### config.mk
export PLATFORM = sky130hd
export DESIGN_NAME = int8_dot_product_accumulator_core
export DESIGN_NICKNAME = d
export VERILOG_FILES = /design/src/hw/rtl/dpa_pkg.sv /design/src/hw/rtl/dpa_front.sv /design/src/hw/rtl/dpa_fifo.sv /design/src/hw/rtl/dpa_back.sv /design/src/hw/rtl/int8_dot_product_accumulator_core.sv
export SDC_FILE = /design/constraint.sdc
export NUM_CORES = 1
export LEC_CHECK = 0
export BUFFER_PORTS_ARGS = -buffer_cell sky130_fd_sc_hd__buf_2
export CAP_MARGIN = 25
export CORE_ASPECT_RATIO = 1.1
export CORE_MARGIN = 4
export CORE_UTILIZATION = 25
export CTS_CLUSTER_DIAMETER = 100
export DETAILED_ROUTE_END_ITERATION = 6
export PLACE_DENSITY = 0.38
export SYNTH_ARGS = -nofsm -noshare
export SYNTH_HDL_FRONTEND = slang
export SYNTH_HIERARCHICAL = 1
export SYNTH_SLANG_ARGS = --single-unit
### constraint.sdc
create_clock -name clk -period 11.35 [get_ports clk]
set_clock_uncertainty 0.2 [all_clocks]
set_input_delay 1.135 -clock clk [delete_from_list [all_inputs] [get_ports clk]]
set_output_delay 1.135 -clock clk [all_outputs]
set_load 0.05 [all_outputs]
### src/hw/rtl/dpa_pkg.sv
// shared types and constants of the int8 dot product accumulator
package dpa_pkg;

    localparam int BYTE_W      = 8;
    localparam int OPND_W      = BYTE_W + 1;
    localparam int PROD_W      = 2 * OPND_W;
    localparam int TERM_W      = PROD_W + 1;
    localparam int ACC_W       = 42;
    localparam int IN_TDATA_W  = 4 * BYTE_W;
    localparam int OUT_PAD_W   = 4;
    localparam int OUT_TDATA_W = 2 * ACC_W + OUT_PAD_W;
    localparam int CFG_IDX_W   = 2;

    localparam int FIFO_DEPTH_DEFAULT = 4;

    // configuration register indexes
    localparam logic [CFG_IDX_W-1:0] CFG_SIGNED_MODE  = 2'd0;
    localparam logic [CFG_IDX_W-1:0] CFG_COMPLEX_MODE = 2'd1;

    typedef struct packed {
        logic signed_mode;
        logic complex_mode;
    } dpa_cfg_t;

    // one classified element pair waiting for the accumulator
    typedef struct packed {
        logic signed [TERM_W-1:0] term_re;
        logic signed [TERM_W-1:0] term_im;
        logic                     is_complex;
        logic                     last;
    } dpa_entry_t;

endpackage

### src/hw/rtl/dpa_front.sv
// front end: config registers, operand decode, products and term forming
module dpa_front (
    input  logic                              clk,
    input  logic                              rst_n,
    input  logic                              cfg_valid,
    output logic                              cfg_ready,
    input  logic [dpa_pkg::CFG_IDX_W-1:0]     cfg_index,
    input  logic                              cfg_data,
    input  logic                              s_axis_tvalid,
    output logic                              s_axis_tready,
    input  logic [dpa_pkg::IN_TDATA_W-1:0]    s_axis_tdata,
    input  logic                              s_axis_tlast,
    output logic                              push_valid,
    input  logic                              push_ready,
    output dpa_pkg::dpa_entry_t               push_entry
);
    import dpa_pkg::*;

    dpa_cfg_t                  cfg_reg;
    logic                      s1_valid_reg;
    logic                      s1_complex_reg;
    logic                      s1_last_reg;
    logic signed [PROD_W-1:0]  p_rr_reg;
    logic signed [PROD_W-1:0]  p_ii_reg;
    logic signed [PROD_W-1:0]  p_ir_reg;
    logic signed [PROD_W-1:0]  p_ri_reg;
    logic signed [OPND_W-1:0]  xr;
    logic signed [OPND_W-1:0]  xi;
    logic signed [OPND_W-1:0]  yr;
    logic signed [OPND_W-1:0]  yi;
    logic                      s1_advance;
    logic                      in_xfer;

    assign cfg_ready = 1'b1;

    always_ff @(posedge clk or negedge rst_n)
    begin
        if (!rst_n)
        begin
            cfg_reg <= '0;
        end
        else if (cfg_valid)
        begin
            unique case (cfg_index)
                CFG_SIGNED_MODE:  cfg_reg.signed_mode  <= cfg_data;
                CFG_COMPLEX_MODE: cfg_reg.complex_mode <= cfg_data;
                default:          cfg_reg <= cfg_reg;
            endcase
        end
    end

    // extend each byte to nine bits, sign taken from the mode
    function automatic logic signed [OPND_W-1:0] widen(input logic [BYTE_W-1:0] b,
                                                      input logic sgn);
        widen = $signed({sgn & b[BYTE_W-1], b});
    endfunction

    assign xr = widen(s_axis_tdata[0*BYTE_W +: BYTE_W], cfg_reg.signed_mode);
    assign xi = widen(s_axis_tdata[1*BYTE_W +: BYTE_W], cfg_reg.signed_mode);
    assign yr = widen(s_axis_tdata[2*BYTE_W +: BYTE_W], cfg_reg.signed_mode);
    assign yi = widen(s_axis_tdata[3*BYTE_W +: BYTE_W], cfg_reg.signed_mode);

    assign s1_advance    = !s1_valid_reg || push_ready;
    assign s_axis_tready = s1_advance;
    assign in_xfer       = s_axis_tvalid && s_axis_tready;

    always_ff @(posedge clk or negedge rst_n)
    begin
        if (!rst_n)
        begin
            s1_valid_reg <= 1'b0;
        end
        else if (s1_advance)
        begin
            s1_valid_reg <= s_axis_tvalid;
        end
    end

    // product registers
    always_ff @(posedge clk)
    begin
        if (in_xfer)
        begin
            p_rr_reg       <= xr * yr;
            p_ii_reg       <= xi * yi;
            p_ir_reg       <= xi * yr;
            p_ri_reg       <= xr * yi;
            s1_complex_reg <= cfg_reg.complex_mode;
            s1_last_reg    <= s_axis_tlast;
        end
    end

    always_comb
    begin
        push_valid            = s1_valid_reg;
        push_entry.is_complex = s1_complex_reg;
        push_entry.last       = s1_last_reg;
        push_entry.term_im    = TERM_W'(p_ir_reg) - TERM_W'(p_ri_reg);
        if (s1_complex_reg)
        begin
            push_entry.term_re = TERM_W'(p_rr_reg) + TERM_W'(p_ii_reg);
        end
        else
        begin
            push_entry.term_re = TERM_W'(p_rr_reg);
        end
    end

endmodule

### src/hw/rtl/dpa_fifo.sv
// small register queue between front end and accumulator
module dpa_fifo #(
    parameter int DEPTH = dpa_pkg::FIFO_DEPTH_DEFAULT
) (
    input  logic                 clk,
    input  logic                 rst_n,
    input  logic                 push_valid,
    output logic                 push_ready,
    input  dpa_pkg::dpa_entry_t  push_entry,
    output logic                 pop_valid,
    input  logic                 pop_ready,
    output dpa_pkg::dpa_entry_t  pop_entry
);
    import dpa_pkg::*;

    localparam int PTR_W = (DEPTH > 1) ? $clog2(DEPTH) : 1;
    localparam int CNT_W = $clog2(DEPTH + 1);

    dpa_entry_t       mem_reg [DEPTH];
    logic [PTR_W-1:0] wr_ptr_reg;
    logic [PTR_W-1:0] rd_ptr_reg;
    logic [CNT_W-1:0] count_reg;
    logic             do_push;
    logic             do_pop;

    assign push_ready = (count_reg != CNT_W'(DEPTH));
    assign pop_valid  = (count_reg != '0);
    assign pop_entry  = mem_reg[rd_ptr_reg];
    assign do_push    = push_valid && push_ready;
    assign do_pop     = pop_valid && pop_ready;

    function automatic logic [PTR_W-1:0] bump(input logic [PTR_W-1:0] p);
        bump = (p == PTR_W'(DEPTH - 1)) ? '0 : p + 1'b1;
    endfunction

    always_ff @(posedge clk or negedge rst_n)
    begin
        if (!rst_n)
        begin
            wr_ptr_reg <= '0;
            rd_ptr_reg <= '0;
            count_reg  <= '0;
        end
        else
        begin
            if (do_push)
            begin
                wr_ptr_reg <= bump(wr_ptr_reg);
            end
            if (do_pop)
            begin
                rd_ptr_reg <= bump(rd_ptr_reg);
            end
            if (do_push && !do_pop)
            begin
                count_reg <= count_reg + 1'b1;
            end
            else if (do_pop && !do_push)
            begin
                count_reg <= count_reg - 1'b1;
            end
        end
    end

    always_ff @(posedge clk)
    begin
        if (do_push)
        begin
            mem_reg[wr_ptr_reg] <= push_entry;
        end
    end

endmodule

### src/hw/rtl/dpa_back.sv
// back end: saturating accumulators and result output register
module dpa_back (
    input  logic                              clk,
    input  logic                              rst_n,
    input  logic                              pop_valid,
    output logic                              pop_ready,
    input  dpa_pkg::dpa_entry_t               pop_entry,
    output logic                              m_axis_tvalid,
    input  logic                              m_axis_tready,
    output logic [dpa_pkg::OUT_TDATA_W-1:0]   m_axis_tdata
);
    import dpa_pkg::*;

    localparam logic signed [ACC_W-1:0] ACC_MAX = {1'b0, {(ACC_W-1){1'b1}}};
    localparam logic signed [ACC_W-1:0] ACC_MIN = {1'b1, {(ACC_W-1){1'b0}}};

    logic signed [ACC_W-1:0] real_acc_reg;
    logic signed [ACC_W-1:0] imag_acc_reg;
    logic signed [ACC_W-1:0] real_new;
    logic signed [ACC_W-1:0] imag_new;
    logic signed [ACC_W-1:0] real_out_reg;
    logic signed [ACC_W-1:0] imag_out_reg;
    logic                    out_valid_reg;
    logic                    out_free;
    logic                    do_pop;

    // add with clamp to the accumulator range
    function automatic logic signed [ACC_W-1:0] sat_add(input logic signed [ACC_W-1:0] acc,
                                                       input logic signed [TERM_W-1:0] term);
        logic signed [ACC_W:0] s;
        s = (ACC_W + 1)'(acc) + (ACC_W + 1)'(term);
        if (s > (ACC_W + 1)'(ACC_MAX))
        begin
            sat_add = ACC_MAX;
        end
        else if (s < (ACC_W + 1)'(ACC_MIN))
        begin
            sat_add = ACC_MIN;
        end
        else
        begin
            sat_add = s[ACC_W-1:0];
        end
    endfunction

    assign out_free  = !out_valid_reg || m_axis_tready;
    assign pop_ready = !pop_entry.last || out_free;
    assign do_pop    = pop_valid && pop_ready;
    assign real_new  = sat_add(real_acc_reg, pop_entry.term_re);
    assign imag_new  = sat_add(imag_acc_reg, pop_entry.term_im);

    always_ff @(posedge clk or negedge rst_n)
    begin
        if (!rst_n)
        begin
            real_acc_reg  <= '0;
            imag_acc_reg  <= '0;
            out_valid_reg <= 1'b0;
        end
        else
        begin
            if (out_free)
            begin
                out_valid_reg <= do_pop && pop_entry.last;
            end
            if (do_pop)
            begin
                if (pop_entry.last)
                begin
                    real_acc_reg <= '0;
                    imag_acc_reg <= '0;
                end
                else
                begin
                    real_acc_reg <= real_new;
                    if (pop_entry.is_complex)
                    begin
                        imag_acc_reg <= imag_new;
                    end
                end
            end
        end
    end

    always_ff @(posedge clk)
    begin
        if (do_pop && pop_entry.last)
        begin
            real_out_reg <= real_new;
            imag_out_reg <= pop_entry.is_complex ? imag_new : '0;
        end
    end

    assign m_axis_tvalid = out_valid_reg;
    assign m_axis_tdata  = {{OUT_PAD_W{1'b0}}, imag_out_reg, real_out_reg};

endmodule

### src/hw/rtl/int8_dot_product_accumulator_core.sv
// int8 dot product accumulator: each pair passes product registers, queue, output register
// one element pair per cycle unless the queue is full; two 42-bit add and clamp loops set it
// a result appears only for the transfer marked tlast, then both sums restart at zero
// output register plus a FIFO_DEPTH entry queue let each side stall on its own
// rst_n is asynchronous active low; clears modes, accumulators, queue and output valid
module int8_dot_product_accumulator_core #(
    parameter int FIFO_DEPTH = dpa_pkg::FIFO_DEPTH_DEFAULT
) (
    input  logic                              clk,
    input  logic                              rst_n,
    // configuration write channel, index 0 signed_mode, index 1 complex_mode
    input  logic                              cfg_valid,
    output logic                              cfg_ready,
    input  logic [dpa_pkg::CFG_IDX_W-1:0]     cfg_index,
    input  logic                              cfg_data,
    // element pair input
    input  logic                              s_axis_tvalid,
    output logic                              s_axis_tready,
    input  logic [dpa_pkg::IN_TDATA_W-1:0]    s_axis_tdata,   // x_re, x_im, y_re, y_im
    input  logic                              s_axis_tlast,   // last element of the vector
    // result output
    output logic                              m_axis_tvalid,
    input  logic                              m_axis_tready,
    output logic [dpa_pkg::OUT_TDATA_W-1:0]   m_axis_tdata    // real_sum, imag_sum, zero pad
);
    import dpa_pkg::*;

    // front to queue
    logic       push_valid;
    logic       push_ready;
    dpa_entry_t push_entry;
    // queue to back end
    logic       pop_valid;
    logic       pop_ready;
    dpa_entry_t pop_entry;

    // front end decodes bytes by the current modes, registers the four
    // nine by nine products and forms the real and imaginary terms
    dpa_front u_front (
        .clk           (clk),
        .rst_n         (rst_n),
        .cfg_valid     (cfg_valid),
        .cfg_ready     (cfg_ready),
        .cfg_index     (cfg_index),
        .cfg_data      (cfg_data),
        .s_axis_tvalid (s_axis_tvalid),
        .s_axis_tready (s_axis_tready),
        .s_axis_tdata  (s_axis_tdata),
        .s_axis_tlast  (s_axis_tlast),
        .push_valid    (push_valid),
        .push_ready    (push_ready),
        .push_entry    (push_entry)
    );

    // short queue decouples the multipliers from the accumulator so a
    // stalled result does not stop the input immediately
    dpa_fifo #(
        .DEPTH (FIFO_DEPTH)
    ) u_fifo (
        .clk        (clk),
        .rst_n      (rst_n),
        .push_valid (push_valid),
        .push_ready (push_ready),
        .push_entry (push_entry),
        .pop_valid  (pop_valid),
        .pop_ready  (pop_ready),
        .pop_entry  (pop_entry)
    );

    // back end: saturating accumulate, non-last terms never wait on the output
    dpa_back u_back (
        .clk           (clk),
        .rst_n         (rst_n),
        .pop_valid     (pop_valid),
        .pop_ready     (pop_ready),
        .pop_entry     (pop_entry),
        .m_axis_tvalid (m_axis_tvalid),
        .m_axis_tready (m_axis_tready),
        .m_axis_tdata  (m_axis_tdata)
    );

endmodule

==> results by group <==
Worst setup path
  • CP max FO: 15
  • Worst path cell trace: and2_1, nand2_1, fa_1, inv_1, fa_1, fa_1, fa_1, inv_1, fa_1, inv_1, ha_1, inv_1, o21ai_1, a21oi_1, o21a_2, nor4bb_1, or4_1
  • Req. time, crit path: 11.45 ns
  • Delay-heaviest family, CP: adder cells
  • Slowest CP cell: dfrtp_1
  • Crit-path most repeated cell: fa_1
  • Crit end category: flop
  • Crit path buf inv count: 4
  • Setup CP Type: flop to flop
  • FF-to-FF setup slack: 4.80 ns
  • CP max stage delay: 0.95 ns
  • Crit path launch type: flop
  • Arrival time worst endpoint: 6.65 ns

Synthesis
  • Avg Cell Area, Syn: ~11 µm²
  • Sequential area share after synthesis: 0.347
  • Mapped Cells: 3266
  • Yosys warnings: 6
  • Distinct cells, synth: 100
  • Asr flop ratio synth: 0.230
  • Yosys reg bits: between 400 and 500
  • Yosys top cell area share: 0.278
  • Post-synth top cells: inv_1, nand2_1, edfxtp_1, fa_1, ha_1
  • Post-synth EDFFs: 318
  • Cell Area, Synth: roughly 34000 µm²
  • Top-count cell post-synth: inv_1
  • Synth area leaders: edfxtp_1, fa_1, ha_1, dfrtp_1, inv_1
  • Top FF cell, synth: edfxtp_1
  • Yosys top cell by area: edfxtp_1

CTS
  • H-tree depth: 2
  • CTS Root Cell: clkbuf_16
  • Cts bufs inserted: 52
  • Clock buffer depth: 3
  • CTS tree: done
  • Post-CTS Hold Buffers: 0
  • Post-CTS Setup Bufs: 0
  • Clk_lat worst skew: 0.62 ns
  • CTS clock-pin slew for the worst setup and hold paths: 0.06 ns
  • Post-cts resize count: 0
  • Clock sinks: just over 400

Drt
  • Via count: 23300
  • Routed WL: 90100 µm
  • DRT Pass-1 Iters: 7
  • DR WL/cell: approximately 17 µm
  • DRT antenna net count: 0
  • Initial DRC count: 986
  • Drt drc: 2
  • Number of vias per cell: 4.50

Floorplan
  • Top Ports: 132
  • Die W: 362 µm
  • Row count: 142
  • Die area: 144000 µm²
  • Initial core utilization: 0.252
  • Core area: about 140000 µm²
  • Chip height: between 300 and 400 µm

Global route
  • Initial antenna violation count: 10
  • GRT Total Usage: 0.126
  • Largest net degree at the start of global routing: 56
  • Global route total overflow: 0
  • First-pass GRT wire length: 144000 µm
  • Vias in the first global route: between 20000 and 30000

Cells and area
  • Largest register FFs: 160
  • Layout cell share with drive strength beyond 1: 0.105
  • ANT cells: 0
  • Non-Filler Instances: 5174
  • Area Growth Syn to Fin: 11.9%
  • Final nets: 3935

Placed design
  • IO Port Bufs: 126
  • Cell count after placement: 5077
  • RePlAce Congestion: 0.826
  • DP HPWL: 66800 µm

STA
  • Setup repair after global routing missed its margin: no
  • Setup violators final: 0
  • Final period util: 0.577
  • Slew Viols, Final: 0
  • Slew Limit Headroom: 0.358
  • Fmax achieved: 153 MHz
  • Setup TNS Final: 0 ns
  • Slew at the pin with the worst max-slew slack: 0.962 ns
  • Final hold viol count: 0
  • Fin crit period: 6.55 ns

Flow run
  • Maxcap violations: 0

Outcome
  • Status: finished with violations
  • Failing checks: design-rule violations

Worst hold path
  • Hold Path Class: flop to flop
-- logic make-up after synthesis --
group,synth area share
AO/OA/AOI/OAI,0.112
XOR/XNOR,0.0430
adder cells (fa/ha/maj),0.267
buffers and inverters,0.0652
flip-flops,0.347
multiplexers,0.0357
other,0.000218
AND/OR/NAND/NOR,0.130
-- per-stage QoR --
stage                     hold slack, ns  setup WS [ns]   util  area (µm²)
after floorplan                    0.219           5.13      -       34400
after global placement             0.274           4.48  0.269       36700
after detailed placement           0.281           4.40  0.269       36700
after CTS                          0.297           4.77  0.282       38500
after global routing               0.317           4.41  0.282       38500
final                              0.292           4.80  0.282       38500
-- worst min-delay path, delay by kind of cell, from the launching register on --
| family | cells | cell delay [ns] |
|---|---|---|
| AOI/OAI and AO/OA | 1 | 0.06 |
| and+or+nand+nor | 1 | 0.05 |
| DFF | 1 | 0.34 |
-- final timing paths --
path / startpoint / end / depth (start not counted)
setup / recovery: u_front/cfg_reg[1] / u_front/p_rr_reg[16] / 17
hold / removal: u_back/imag_acc_reg[3] / u_back/imag_acc_reg[3] / 2
setup reg to reg: u_front/cfg_reg[1] / u_front/p_rr_reg[16] / 17
hold reg to reg: u_back/imag_acc_reg[3] / u_back/imag_acc_reg[3] / 2
max in group asynchronous: rst_n / u_back/real_acc_reg[19] / 2
min in group asynchronous: rst_n / u_back/imag_acc_reg[25] / 1
-- per-layer routing --
layer	GRT usage	part of all wire
met1	0.170	0.47
met2	0.216	0.48
met5	0	0.00030
met4	0.0291	0.023
met3	0.0137	0.030
-- cells in the final DEF, fill, tap and decap left out, types with 98 or more instances in the layout --
cell type	netlist	layout
nor2_1	200	199
inv_1	404	404
buf_2	28	125
ha_1	278	278
edfxtp_1	318	318
nand2_1	353	353
and2_1	134	129
xnor2_1	124	124
o21ai_0	98	98
a21oi_1	160	160
fa_1	285	285
-- cell type report --
class / count / area [µm²]
timing repair buffer: 143 / 781
tap: 1800 / 2250
multi-input combinational: 2317 / 20300
sequential: 413 / 11900
clock buffer: 66 / 1440
fill: 14400 / 98000
clock inverter: 31 / 322
inverter: 404 / 1520
Power is not shown: default switching activity piles up to over one toggle a cycle in this logic, so the estimate is an artifact.
